<file path="config.mk">
export PLATFORM = sky130hd
export DESIGN_NAME = mpeg_layer3_frame_scanner
export DESIGN_NICKNAME = d
export VERILOG_FILES = /design/src/sv/mp3fs_pkg.sv /design/src/sv/mpeg_layer3_frame_scanner.sv /design/src/sv/mp3fs_ctrl.sv /design/src/sv/mp3fs_dpath.sv
export SDC_FILE = /design/constraint.sdc
export NUM_CORES = 1
export LEC_CHECK = 0
export BUFFER_PORTS_ARGS = -buffer_cell sky130_fd_sc_hd__buf_2
export CAP_MARGIN = 10
export CORE_MARGIN = 2
export CORE_UTILIZATION = 55
export CTS_CLUSTER_DIAMETER = 30
export CTS_CLUSTER_SIZE = 14
export DETAILED_ROUTE_END_ITERATION = 8
export GPL_ROUTABILITY_DRIVEN = 0
export PLACE_DENSITY = 0.78
export SYNTH_ARGS = -nofsm -noshare
export SYNTH_HDL_FRONTEND = slang
export SYNTH_HIERARCHICAL = 1
export SYNTH_SLANG_ARGS = --single-unit
</file>
<file path="constraint.sdc">
create_clock -name clk -period 8.12 [get_ports clk]
set_input_delay 0.406 -clock clk [delete_from_list [all_inputs] [get_ports clk]]
set_output_delay 0.406 -clock clk [all_outputs]
set_load 0.05 [all_outputs]
</file>
<file path="src/sv/mp3fs_pkg.sv">
// Shared types, constants and lookup tables of the MPEG Layer III frame scanner.
// Depends on nothing; used by mp3fs_ctrl, mp3fs_dpath and mpeg_layer3_frame_scanner.
package mp3fs_pkg;

    localparam logic [1:0] KIND_FRAME   = 2'd0;
    localparam logic [1:0] KIND_SUMMARY = 2'd1;
    localparam logic [1:0] KIND_NONE    = 2'd2;

    localparam logic [1:0] VER_MPEG1  = 2'd0;
    localparam logic [1:0] VER_MPEG2  = 2'd1;
    localparam logic [1:0] VER_MPEG25 = 2'd2;

    localparam logic [3:0] TAG_HDR_LEN   = 4'd10;
    localparam logic [3:0] TAG_SIZE_POS  = 4'd6;
    localparam logic [3:0] TAG_PREFIX_LEN = 4'd3;
    localparam logic [7:0] TAG_CHAR_0    = 8'h49;
    localparam logic [7:0] TAG_CHAR_1    = 8'h44;
    localparam logic [7:0] TAG_CHAR_2    = 8'h33;

    localparam logic [7:0] SYNC_BYTE = 8'hFF;
    localparam logic [7:0] SYNC_MASK = 8'hE0;
    localparam logic [2:0] WINDOW_FULL = 3'd4;
    localparam logic [27:0] HEADER_BYTES = 28'd4;

    localparam logic [8:0] KBPS_V1 [16] = '{
        9'd0, 9'd32, 9'd40, 9'd48, 9'd56, 9'd64, 9'd80, 9'd96,
        9'd112, 9'd128, 9'd160, 9'd192, 9'd224, 9'd256, 9'd320, 9'd0};
    localparam logic [8:0] KBPS_V2 [16] = '{
        9'd0, 9'd8, 9'd16, 9'd24, 9'd32, 9'd40, 9'd48, 9'd56,
        9'd64, 9'd80, 9'd96, 9'd112, 9'd128, 9'd144, 9'd160, 9'd0};

    localparam logic [15:0] RATE_V1 [4]  = '{16'd44100, 16'd48000, 16'd32000, 16'd0};
    localparam logic [15:0] RATE_V2 [4]  = '{16'd22050, 16'd24000, 16'd16000, 16'd0};
    localparam logic [15:0] RATE_V25 [4] = '{16'd11025, 16'd12000, 16'd8000, 16'd0};

    // Frame lengths without padding, one row per version and sample rate.
    localparam logic [10:0] LEN_V1_R0 [16] = '{
        11'd0, 11'd104, 11'd130, 11'd156, 11'd182, 11'd208, 11'd261, 11'd313,
        11'd365, 11'd417, 11'd522, 11'd626, 11'd731, 11'd835, 11'd1044, 11'd0};
    localparam logic [10:0] LEN_V1_R1 [16] = '{
        11'd0, 11'd96, 11'd120, 11'd144, 11'd168, 11'd192, 11'd240, 11'd288,
        11'd336, 11'd384, 11'd480, 11'd576, 11'd672, 11'd768, 11'd960, 11'd0};
    localparam logic [10:0] LEN_V1_R2 [16] = '{
        11'd0, 11'd144, 11'd180, 11'd216, 11'd252, 11'd288, 11'd360, 11'd432,
        11'd504, 11'd576, 11'd720, 11'd864, 11'd1008, 11'd1152, 11'd1440, 11'd0};
    localparam logic [10:0] LEN_V2_R0 [16] = '{
        11'd0, 11'd26, 11'd52, 11'd78, 11'd104, 11'd130, 11'd156, 11'd182,
        11'd208, 11'd261, 11'd313, 11'd365, 11'd417, 11'd470, 11'd522, 11'd0};
    localparam logic [10:0] LEN_V2_R1 [16] = '{
        11'd0, 11'd24, 11'd48, 11'd72, 11'd96, 11'd120, 11'd144, 11'd168,
        11'd192, 11'd240, 11'd288, 11'd336, 11'd384, 11'd432, 11'd480, 11'd0};
    localparam logic [10:0] LEN_V2_R2 [16] = '{
        11'd0, 11'd36, 11'd72, 11'd108, 11'd144, 11'd180, 11'd216, 11'd252,
        11'd288, 11'd360, 11'd432, 11'd504, 11'd576, 11'd648, 11'd720, 11'd0};
    localparam logic [10:0] LEN_V25_R0 [16] = '{
        11'd0, 11'd52, 11'd104, 11'd156, 11'd208, 11'd261, 11'd313, 11'd365,
        11'd417, 11'd522, 11'd626, 11'd731, 11'd835, 11'd940, 11'd1044, 11'd0};
    localparam logic [10:0] LEN_V25_R1 [16] = '{
        11'd0, 11'd48, 11'd96, 11'd144, 11'd192, 11'd240, 11'd288, 11'd336,
        11'd384, 11'd480, 11'd576, 11'd672, 11'd768, 11'd864, 11'd960, 11'd0};
    localparam logic [10:0] LEN_V25_R2 [16] = '{
        11'd0, 11'd72, 11'd144, 11'd216, 11'd288, 11'd360, 11'd432, 11'd504,
        11'd576, 11'd720, 11'd864, 11'd1008, 11'd1152, 11'd1296, 11'd1440, 11'd0};

    typedef struct packed {
        logic step;
        logic load_out;
    } ctl_cmd_t;

    typedef struct packed {
        logic has_result;
    } dp_status_t;

    function automatic logic [7:0] tag_char(input logic [1:0] idx);
        logic [7:0] c;
        unique case (idx)
            2'd0: c = TAG_CHAR_0;
            2'd1: c = TAG_CHAR_1;
            2'd2: c = TAG_CHAR_2;
            default: c = 8'd0;
        endcase
        return c;
    endfunction

    function automatic logic [8:0] kbps_lookup(input logic [1:0] ver, input logic [3:0] bidx);
        logic [8:0] k;
        if (ver == VER_MPEG1)
        begin
            k = KBPS_V1[bidx];
        end
        else
        begin
            k = KBPS_V2[bidx];
        end
        return k;
    endfunction

    function automatic logic [15:0] rate_lookup(input logic [1:0] ver, input logic [1:0] ridx);
        logic [15:0] r;
        unique case (ver)
            VER_MPEG1:  r = RATE_V1[ridx];
            VER_MPEG2:  r = RATE_V2[ridx];
            VER_MPEG25: r = RATE_V25[ridx];
            default:    r = 16'd0;
        endcase
        return r;
    endfunction

    function automatic logic [10:0] len_lookup(input logic [1:0] ver, input logic [1:0] ridx,
                                               input logic [3:0] bidx);
        logic [3:0] sel;
        logic [10:0] len;
        sel = {ver, ridx};
        unique case (sel)
            {VER_MPEG1, 2'd0}:  len = LEN_V1_R0[bidx];
            {VER_MPEG1, 2'd1}:  len = LEN_V1_R1[bidx];
            {VER_MPEG1, 2'd2}:  len = LEN_V1_R2[bidx];
            {VER_MPEG2, 2'd0}:  len = LEN_V2_R0[bidx];
            {VER_MPEG2, 2'd1}:  len = LEN_V2_R1[bidx];
            {VER_MPEG2, 2'd2}:  len = LEN_V2_R2[bidx];
            {VER_MPEG25, 2'd0}: len = LEN_V25_R0[bidx];
            {VER_MPEG25, 2'd1}: len = LEN_V25_R1[bidx];
            {VER_MPEG25, 2'd2}: len = LEN_V25_R2[bidx];
            default:            len = 11'd0;
        endcase
        return len;
    endfunction

endpackage

</file>
<file path="src/sv/mpeg_layer3_frame_scanner.sv">
// Top level of the MPEG Layer III frame scanner; joins controller and datapath.
// Depends on mp3fs_pkg, mp3fs_ctrl and mp3fs_dpath.
// A byte that yields a result shows it on the outputs in the cycle after the byte is taken.
// Throughput is one byte per cycle while the output side takes results without stalling.
// The single output register sets the rate: a held result stalls the input.
// Reset clears all stream state and sets tag skipping on; a last byte also clears the stream.
module mpeg_layer3_frame_scanner
    import mp3fs_pkg::*;
#(
    parameter int FRAME_COUNT_BITS = 24
)
(
    input  logic        clk,
    input  logic        rst_n,
    input  logic        cfg_wr_en,
    input  logic        cfg_wr_data,
    input  logic        in_valid,
    output logic        in_stall,
    input  logic [7:0]  data_byte,
    input  logic        last_byte,
    output logic        out_valid,
    input  logic        out_stall,
    output logic [1:0]  result_kind,
    output logic [1:0]  mpeg_version,
    output logic [1:0]  channel_count,
    output logic [15:0] sample_rate_hz,
    output logic [8:0]  kbit_rate,
    output logic        padding_bit,
    output logic [10:0] frame_length,
    output logic [23:0] frames_seen,
    output logic        last_result
);

    ctl_cmd_t   cmd;
    dp_status_t status;

    mp3fs_ctrl u_ctrl (
        .clk       (clk),
        .rst_n     (rst_n),
        .in_valid  (in_valid),
        .in_stall  (in_stall),
        .out_valid (out_valid),
        .out_stall (out_stall),
        .status    (status),
        .cmd       (cmd)
    );

    mp3fs_dpath #(
        .FRAME_COUNT_BITS (FRAME_COUNT_BITS)
    ) u_dpath (
        .clk            (clk),
        .rst_n          (rst_n),
        .cfg_wr_en      (cfg_wr_en),
        .cfg_wr_data    (cfg_wr_data),
        .data_byte      (data_byte),
        .last_byte      (last_byte),
        .cmd            (cmd),
        .status         (status),
        .result_kind    (result_kind),
        .mpeg_version   (mpeg_version),
        .channel_count  (channel_count),
        .sample_rate_hz (sample_rate_hz),
        .kbit_rate      (kbit_rate),
        .padding_bit    (padding_bit),
        .frame_length   (frame_length),
        .frames_seen    (frames_seen),
        .last_result    (last_result)
    );

endmodule

</file>
<file path="src/sv/mp3fs_ctrl.sv">
// Handshake controller of the frame scanner: tracks the output register.
// Depends on mp3fs_pkg for the command and status structs.
module mp3fs_ctrl
    import mp3fs_pkg::*;
(
    input  logic       clk,
    input  logic       rst_n,
    input  logic       in_valid,
    output logic       in_stall,
    output logic       out_valid,
    input  logic       out_stall,
    input  dp_status_t status,
    output ctl_cmd_t   cmd
);

    localparam logic ST_EMPTY = 1'b0;
    localparam logic ST_FULL  = 1'b1;

    logic state_reg;
    logic state_next;
    logic out_free;

    assign out_free     = (state_reg == ST_EMPTY) || !out_stall;
    assign in_stall     = !out_free;
    assign out_valid    = (state_reg == ST_FULL);
    assign cmd.step     = in_valid && out_free;
    assign cmd.load_out = in_valid && out_free && status.has_result;

    always_comb
    begin
        state_next = state_reg;
        if (cmd.load_out)
        begin
            state_next = ST_FULL;
        end
        else if (out_free)
        begin
            state_next = ST_EMPTY;
        end
    end

    always_ff @(posedge clk or negedge rst_n)
    begin
        if (!rst_n)
        begin
            state_reg <= ST_EMPTY;
        end
        else
        begin
            state_reg <= state_next;
        end
    end

endmodule

</file>
<file path="src/sv/mp3fs_dpath.sv">
// Datapath of the frame scanner: tag skip, header window, decode and result register.
// Depends on mp3fs_pkg for tables, constants and the command and status structs.
module mp3fs_dpath
    import mp3fs_pkg::*;
#(
    parameter int FRAME_COUNT_BITS = 24
)
(
    input  logic        clk,
    input  logic        rst_n,
    input  logic        cfg_wr_en,
    input  logic        cfg_wr_data,
    input  logic [7:0]  data_byte,
    input  logic        last_byte,
    input  ctl_cmd_t    cmd,
    output dp_status_t  status,
    output logic [1:0]  result_kind,
    output logic [1:0]  mpeg_version,
    output logic [1:0]  channel_count,
    output logic [15:0] sample_rate_hz,
    output logic [8:0]  kbit_rate,
    output logic        padding_bit,
    output logic [10:0] frame_length,
    output logic [23:0] frames_seen,
    output logic        last_result
);

    logic                        enable_reg;
    logic [31:0]                 window_reg;
    logic [31:0]                 window_next;
    logic [2:0]                  fill_reg;
    logic [2:0]                  fill_next;
    logic [27:0]                 skip_reg;
    logic [27:0]                 skip_next;
    logic [3:0]                  tag_idx_reg;
    logic [3:0]                  tag_idx_next;
    logic                        prefix_ok_reg;
    logic                        prefix_ok_next;
    logic [FRAME_COUNT_BITS-1:0] total_reg;
    logic [FRAME_COUNT_BITS-1:0] total_next;
    logic [15:0]                 first_rate_reg;
    logic [15:0]                 first_rate_next;
    logic [1:0]                  first_ch_reg;
    logic [1:0]                  first_ch_next;

    logic [1:0]  kind_reg;
    logic [1:0]  ver_reg;
    logic [1:0]  ch_reg;
    logic [15:0] rate_reg;
    logic [8:0]  kbps_reg;
    logic        pad_reg;
    logic [10:0] len_reg;
    logic [23:0] seen_reg;

    logic        scan;
    logic        hit;
    logic        hdr_ok;
    logic [7:0]  hb1;
    logic [1:0]  vbits;
    logic [1:0]  ver;
    logic [3:0]  bidx;
    logic [1:0]  ridx;
    logic        pad;
    logic [1:0]  chans;
    logic [15:0] rate;
    logic [8:0]  kbps;
    logic [10:0] len;

    always_comb
    begin
        hb1   = window_next[23:16];
        vbits = hb1[4:3];
        bidx  = window_next[15:12];
        ridx  = window_next[11:10];
        pad   = window_next[9];
        chans = (window_next[7:6] == 2'b11) ? 2'd1 : 2'd2;
        unique case (vbits)
            2'b11:   ver = VER_MPEG1;
            2'b10:   ver = VER_MPEG2;
            default: ver = VER_MPEG25;
        endcase
        rate   = rate_lookup(ver, ridx);
        kbps   = kbps_lookup(ver, bidx);
        len    = len_lookup(ver, ridx, bidx) + {10'd0, pad};
        hdr_ok = (window_next[31:24] == SYNC_BYTE) && ((hb1 & SYNC_MASK) == SYNC_MASK)
                 && (vbits != 2'b01) && (hb1[2:1] == 2'b01)
                 && (rate != 16'd0) && (kbps != 9'd0);
    end

    always_comb
    begin
        scan           = 1'b0;
        window_next    = window_reg;
        fill_next      = fill_reg;
        skip_next      = skip_reg;
        tag_idx_next   = tag_idx_reg;
        prefix_ok_next = prefix_ok_reg;
        total_next     = total_reg;
        first_rate_next = first_rate_reg;
        first_ch_next  = first_ch_reg;

        if (prefix_ok_reg && (tag_idx_reg < TAG_HDR_LEN))
        begin
            if (!enable_reg || ((tag_idx_reg < TAG_PREFIX_LEN)
                                && (data_byte != tag_char(tag_idx_reg[1:0]))))
            begin
                prefix_ok_next = 1'b0;
                skip_next      = 28'd0;
                scan           = 1'b1;
            end
            else
            begin
                if (tag_idx_reg >= TAG_SIZE_POS)
                begin
                    skip_next = {skip_reg[20:0], data_byte[6:0]};
                end
                tag_idx_next = tag_idx_reg + 4'd1;
            end
        end
        else if (skip_reg != 28'd0)
        begin
            skip_next = skip_reg - 28'd1;
        end
        else
        begin
            scan = 1'b1;
        end

        if (scan)
        begin
            window_next = {window_reg[23:0], data_byte};
            if (fill_reg < WINDOW_FULL)
            begin
                fill_next = fill_reg + 3'd1;
            end
        end

        hit = scan && (fill_next == WINDOW_FULL) && !last_byte && hdr_ok;

        if (hit)
        begin
            if (total_reg == '0)
            begin
                first_rate_next = rate;
                first_ch_next   = chans;
            end
            if (!(&total_reg))
            begin
                total_next = total_reg + {{(FRAME_COUNT_BITS-1){1'b0}}, 1'b1};
            end
            skip_next = {17'd0, len} - HEADER_BYTES;
            fill_next = 3'd0;
        end
    end

    assign status.has_result = hit || last_byte;

    always_ff @(posedge clk or negedge rst_n)
    begin
        if (!rst_n)
        begin
            enable_reg <= 1'b1;
        end
        else if (cfg_wr_en)
        begin
            enable_reg <= cfg_wr_data;
        end
    end

    always_ff @(posedge clk or negedge rst_n)
    begin
        if (!rst_n)
        begin
            window_reg     <= 32'd0;
            fill_reg       <= 3'd0;
            skip_reg       <= 28'd0;
            tag_idx_reg    <= 4'd0;
            prefix_ok_reg  <= 1'b1;
            total_reg      <= '0;
            first_rate_reg <= 16'd0;
            first_ch_reg   <= 2'd0;
        end
        else if (cmd.step)
        begin
            if (last_byte)
            begin
                window_reg     <= 32'd0;
                fill_reg       <= 3'd0;
                skip_reg       <= 28'd0;
                tag_idx_reg    <= 4'd0;
                prefix_ok_reg  <= 1'b1;
                total_reg      <= '0;
                first_rate_reg <= 16'd0;
                first_ch_reg   <= 2'd0;
            end
            else
            begin
                window_reg     <= window_next;
                fill_reg       <= fill_next;
                skip_reg       <= skip_next;
                tag_idx_reg    <= tag_idx_next;
                prefix_ok_reg  <= prefix_ok_next;
                total_reg      <= total_next;
                first_rate_reg <= first_rate_next;
                first_ch_reg   <= first_ch_next;
            end
        end
    end

    always_ff @(posedge clk)
    begin
        if (cmd.load_out)
        begin
            if (hit)
            begin
                kind_reg <= KIND_FRAME;
                ver_reg  <= ver;
                ch_reg   <= chans;
                rate_reg <= rate;
                kbps_reg <= kbps;
                pad_reg  <= pad;
                len_reg  <= len;
                seen_reg <= 24'(total_next);
            end
            else
            begin
                kind_reg <= (total_reg == '0) ? KIND_NONE : KIND_SUMMARY;
                ver_reg  <= 2'd0;
                ch_reg   <= first_ch_reg;
                rate_reg <= first_rate_reg;
                kbps_reg <= 9'd0;
                pad_reg  <= 1'b0;
                len_reg  <= 11'd0;
                seen_reg <= 24'(total_reg);
            end
        end
    end

    assign result_kind    = kind_reg;
    assign mpeg_version   = ver_reg;
    assign channel_count  = ch_reg;
    assign sample_rate_hz = rate_reg;
    assign kbit_rate      = kbps_reg;
    assign padding_bit    = pad_reg;
    assign frame_length   = len_reg;
    assign frames_seen    = seen_reg;
    assign last_result    = 1'b1;

endmodule

</file>
==> report_table.html <==
<table>
<tr><th>Metric</th><th>Value</th></tr>
<tr><th colspan="2">Setup path</th></tr>
<tr><td>Critical-path cell list</td><td>inv_1 &gt; ha_1 &gt; or4b_1 &gt; nor4_1 &gt; and3_1 &gt; a21o_2 &gt; mux2i_1 &gt; ha_1 &gt; inv_1 &gt; nor2_1 &gt; o211ai_1 &gt; o21ai_0 &gt; a21oi_1 &gt; nor2_1 &gt; ha_1 &gt; ha_1 &gt; inv_1 &gt; nor3_1 &gt; nor4b_4 &gt; nor4b_2 &gt; o21ai_1 &gt; a41oi_1 &gt; o21ai_1</td></tr>
<tr><td>Terminus of the critical flop-to-flop path</td><td>u_dpath/skip_reg[11]</td></tr>
<tr><td>Setup slack of the worst register-to-register path</td><td>1270 ps</td></tr>
<tr><td>Most repeated library cell on the critical path</td><td>sky130_fd_sc_hd__ha_1</td></tr>
<tr><td>Worst path bufs/invs</td><td>3</td></tr>
<tr><td>Worst Reg-to-Reg Cells</td><td>23</td></tr>
<tr><td>Worst reg2reg startpoint</td><td>u_dpath/skip_reg[0]</td></tr>
<tr><td>Category of the worst setup path capture point</td><td>flip-flop</td></tr>
<tr><td>Cell type group with the largest total delay on the critical path</td><td>simple AND/OR/NAND/NOR gates</td></tr>
<tr><td>WS Path Type</td><td>flip-flop to flip-flop</td></tr>
<tr><td>Type of origin of the critical path</td><td>flip-flop</td></tr>
<tr><td>Largest incremental delay on the critical path</td><td>550 ps</td></tr>
<tr><td>Arrival time at the worst endpoint</td><td>7150 ps</td></tr>
<tr><td>Crit path from</td><td>u_dpath/skip_reg[0]</td></tr>
<tr><td>Critical path required time</td><td>8420 ps</td></tr>
<tr><td>Cell with the largest stage delay on the worst path</td><td>sky130_fd_sc_hd__mux2i_1</td></tr>
<tr><td>Top fanout value on the critical path</td><td>15</td></tr>
<tr><th colspan="2">Power and ir drop</th></tr>
<tr><td>Lkg Pwr</td><td>5.05 nW</td></tr>
<tr><td>Max rail drop VDD</td><td>0.000164 V</td></tr>
<tr><td>Power density relative to cell area</td><td>334 nW/µm²</td></tr>
<tr><td>Total power draw</td><td>4.14 mW</td></tr>
<tr><th colspan="2">Timing</th></tr>
<tr><td>Slew Viols, Final</td><td>0</td></tr>
<tr><td>Fin Clk Skew</td><td>8.87 ps</td></tr>
<tr><td>PnR worst setup slack</td><td>1270 ps</td></tr>
<tr><td>RSZ-0062 raised after global routing</td><td>false</td></tr>
<tr><td>Worst-Margin Slew</td><td>1130 ps</td></tr>
<tr><td>Period Utilization, post-route</td><td>84.4%</td></tr>
<tr><td>Max-slew headroom at the worst pin</td><td>24.3%</td></tr>
<tr><td>Final setup violation count</td><td>0</td></tr>
<tr><td>Period minus WS final</td><td>6850 ps</td></tr>
<tr><td>F_max</td><td>146 MHz</td></tr>
<tr><td>Total Neg Setup Slack</td><td>0 ps</td></tr>
<tr><td>Hold Vio Cnt, Final</td><td>0</td></tr>
<tr><th colspan="2">Outcome</th></tr>
<tr><td>Run status</td><td>complete, but fails checks</td></tr>
<tr><td>Failing checks</td><td>design-rule violations</td></tr>
<tr><th colspan="2">Floorplanning</th></tr>
<tr><td>Vertical extent of the die</td><td>148 µm</td></tr>
<tr><td>Initial Utilization</td><td>56.1%</td></tr>
<tr><td>Row Count</td><td>52</td></tr>
<tr><td>Area enclosed by the die boundary</td><td>21,900 µm²</td></tr>
<tr><td>Overall die width</td><td>148 µm</td></tr>
<tr><td>Core area</td><td>20,300 µm²</td></tr>
<tr><td>Top Ports</td><td>85</td></tr>
<tr><th colspan="2">GRT</th></tr>
<tr><td>Total track usage</td><td>30.7%</td></tr>
<tr><td>Total gr overflow</td><td>0</td></tr>
<tr><td>Initial antenna violation count</td><td>0</td></tr>
<tr><td>Pin count of the biggest net entering global routing</td><td>70</td></tr>
<tr><td>Wire length of the first global-routing pass</td><td>52,900 µm</td></tr>
<tr><td>Number of global-route vias before repair</td><td>9,789</td></tr>
<tr><th colspan="2">Flow run</th></tr>
<tr><td>Max-capacitance violation count</td><td>0</td></tr>
<tr><th colspan="2">CTS</th></tr>
<tr><td>Clock Path Buffers</td><td>2</td></tr>
<tr><td>Root buf cell</td><td>sky130_fd_sc_hd__clkbuf_16</td></tr>
<tr><td>Post-CTS setup-driven buffer insertion count</td><td>0</td></tr>
<tr><td>Clk Latency, worst-skew pair</td><td>430 ps</td></tr>
<tr><td>TritonCTS clock tree</td><td>done</td></tr>
<tr><td>Clock transition at the registers of the reported paths</td><td>60 ps</td></tr>
<tr><td>Deepest level of the CTS H-tree</td><td>4</td></tr>
<tr><td>Number of clock sinks seen by CTS</td><td>164</td></tr>
<tr><td>Number of buffers created by CTS</td><td>17</td></tr>
<tr><td>Count of instances resized after the clock tree is built</td><td>0</td></tr>
<tr><th colspan="2">Synth</th></tr>
<tr><td>Netlist cell types</td><td>94</td></tr>
<tr><td>Prevailing post-synth register cell</td><td>sky130_fd_sc_hd__dfrtp_1</td></tr>
<tr><td>Ys async rst share</td><td>62.2%</td></tr>
<tr><td>Yosys warns</td><td>6</td></tr>
<tr><td>Flops &amp; latches, synth</td><td>164</td></tr>
<tr><td>Synthesized instance count</td><td>1,312</td></tr>
<tr><td>Mean area per synthesized cell</td><td>8.67 µm²</td></tr>
<tr><td>Mapped Area</td><td>11,400 µm²</td></tr>
<tr><td>Sequential area share after synthesis</td><td>38.8%</td></tr>
<tr><td>EDFF count, synth</td><td>62</td></tr>
<tr><th colspan="2">Min path</th></tr>
<tr><td>Hold Crit Depth</td><td>2</td></tr>
<tr><td>Hold Path Class</td><td>primary input to flip-flop</td></tr>
<tr><td>Hold EP</td><td>u_dpath/enable_reg</td></tr>
<tr><td>Startpoint of the most critical hold path</td><td>cfg_wr_data</td></tr>
<tr><th colspan="2">Route</th></tr>
<tr><td>DRC Markers</td><td>16</td></tr>
<tr><td>Number of vias per cell</td><td>6.71</td></tr>
<tr><td>Vias after detailed routing</td><td>10,800</td></tr>
<tr><td>DRT antenna net count</td><td>0</td></tr>
<tr><td>Total routed wirelength</td><td>33,600 µm</td></tr>
<tr><td>WL/cell</td><td>21.0 µm</td></tr>
<tr><td>Initial drt markers</td><td>1,799</td></tr>
<tr><td>1st-pass router iterations</td><td>9</td></tr>
<tr><th colspan="2">Final layout</th></tr>
<tr><td>Final Non-Filler Cells</td><td>1,604</td></tr>
<tr><td>Most common cell after layout, fill and taps aside</td><td>sky130_fd_sc_hd__nand2_1</td></tr>
<tr><td>P&amp;R area growth vs syn</td><td>8.80%</td></tr>
<tr><td>Antenna Diode Count</td><td>0</td></tr>
<tr><td>Number of flip-flops under the largest register name</td><td>28</td></tr>
<tr><td>Most frequent cells in the layout</td><td>sky130_fd_sc_hd__nand2_1, sky130_fd_sc_hd__nor2_1, sky130_fd_sc_hd__dfrtp_1</td></tr>
<tr><td>Net count reported at finish</td><td>1,360</td></tr>
<tr><td>Fraction of layout instances using a drive strength above 1</td><td>13.3%</td></tr>
<tr><td>Filler cell count</td><td>1,744</td></tr>
<tr><td>Utilization after layout</td><td>61.0%</td></tr>
<tr><th colspan="2">Place</th></tr>
<tr><td>HPWL after DPL</td><td>23,000 µm</td></tr>
<tr><td>Post-Place Cells</td><td>1,570</td></tr>
<tr><td>Placement-stage worst setup slack</td><td>1460 ps</td></tr>
<tr><td>Count of port buffers added during placement</td><td>79</td></tr>
</table>
==> area by class of cell <==
class | instances | area, µm² | area share [%]
multi-input combinational | 1007 | 6360 | 51.4
sequential | 164 | 4420 | 35.7
timing repair buffer | 96 | 536 | 4.33
clock buffer | 18 | 429 | 3.47
tap | 270 | 338 | 2.73
clock inverter | 14 | 165 | 1.33
inverter | 35 | 131 | 1.06
==> report_power, final <==
group	switching, mW	internal [mW]
Combinational	1.43	0.777
Clock	0.354	0.463
Sequential	0.153	0.960
==> layer usage <==
layer | vias up | GRT usage, % | part of all wire [%]
met5 | - | 0 | 0
met4 | 0 | 17.0 | 5.9
met3 | 191 | 6.98 | 11
met2 | 750 | 45.2 | 43
met1 | 4998 | 41.9 | 40
li1 | 4824 | - | -
==> Yosys cell counts, types with 6 or more instances <==
library cell	n	area (µm²)
sky130_fd_sc_hd__nor3_1	30	150
sky130_fd_sc_hd__a22oi_1	28	210
sky130_fd_sc_hd__nand2b_1	15	93.8
sky130_fd_sc_hd__o21ai_1	14	70.1
sky130_fd_sc_hd__a31oi_1	7	43.8
sky130_fd_sc_hd__inv_1	33	124
sky130_fd_sc_hd__nand2_1	165	619
sky130_fd_sc_hd__o21ai_0	89	445
sky130_fd_sc_hd__and3_1	10	62.6
sky130_fd_sc_hd__nand4_1	12	75.1
sky130_fd_sc_hd__and2_1	11	68.8
sky130_fd_sc_hd__xor2_1	25	219
sky130_fd_sc_hd__a211oi_1	10	75.1
sky130_fd_sc_hd__o2bb2ai_1	28	245
sky130_fd_sc_hd__a22o_1	20	175
sky130_fd_sc_hd__nor4_1	18	113
sky130_fd_sc_hd__ha_1	24	300
sky130_fd_sc_hd__dfrtp_1	100	2500
sky130_fd_sc_hd__edfxtp_1	62	1860
sky130_fd_sc_hd__clkbuf_1	71	267
sky130_fd_sc_hd__or3_1	10	62.6
sky130_fd_sc_hd__buf_4	12	90.1
sky130_fd_sc_hd__buf_1	12	45.0
sky130_fd_sc_hd__nand3_1	49	245
sky130_fd_sc_hd__o211ai_1	14	105
sky130_fd_sc_hd__o22ai_1	18	113
sky130_fd_sc_hd__xnor2_1	38	333
sky130_fd_sc_hd__nor2_1	117	439
sky130_fd_sc_hd__a221oi_1	9	78.8
sky130_fd_sc_hd__a32oi_1	6	52.6
sky130_fd_sc_hd__nor2_2	7	43.8
sky130_fd_sc_hd__mux2_2	11	124
sky130_fd_sc_hd__a21oi_1	70	350
sky130_fd_sc_hd__mux2i_1	36	360
sky130_fd_sc_hd__buf_2	11	55.1
==> cells by family after synthesis <==
group                    share of synthesized area, %
flip-flops                                       38.8
other                                          0.0660
buffers and inverters                            5.46
AO/OA/AOI/OAI                                    22.2
multiplexers                                     4.82
adder cells (fa/ha/maj)                          2.64
XOR/XNOR                                         4.85
AND/OR/NAND/NOR                                  21.1
==> repair_timing <==
| action | in CTS | in global routing |
|---|---|---|
| endpoints found under the setup margin | 0 | 0 |
| hold buffers | 1 | 0 |
| hold endpoints to repair | 33 | 0 |
==> per-stage QoR <==
stage | hold slack, ps | area, µm²
after floorplan | 110 | 11400
after global placement | 385 | 11800
after detailed placement | 394 | 11800
after CTS | 201 | 12400
after global routing | 210 | 12400
final | 212 | 12400
==> how the worst max path moves through the flow <==
| stage | depth (start not counted) | end | slack (ps) |
|---|---|---|---|
| 2_1_floorplan | 31 | u_dpath/skip_reg[20] | 1670 |
| 3_3_place_gp | 23 | u_dpath/skip_reg[11] | 1700 |
| 3_5_place_dp | 25 | u_dpath/skip_reg[11] | 1460 |
| 4_1_cts | 25 | u_dpath/skip_reg[27] | 1420 |
| 5_1_grt | 26 | u_dpath/skip_reg[27] | 880 |
| 6_report | 23 | u_dpath/skip_reg[11] | 1270 |
(Power assumes the default switching activity.)
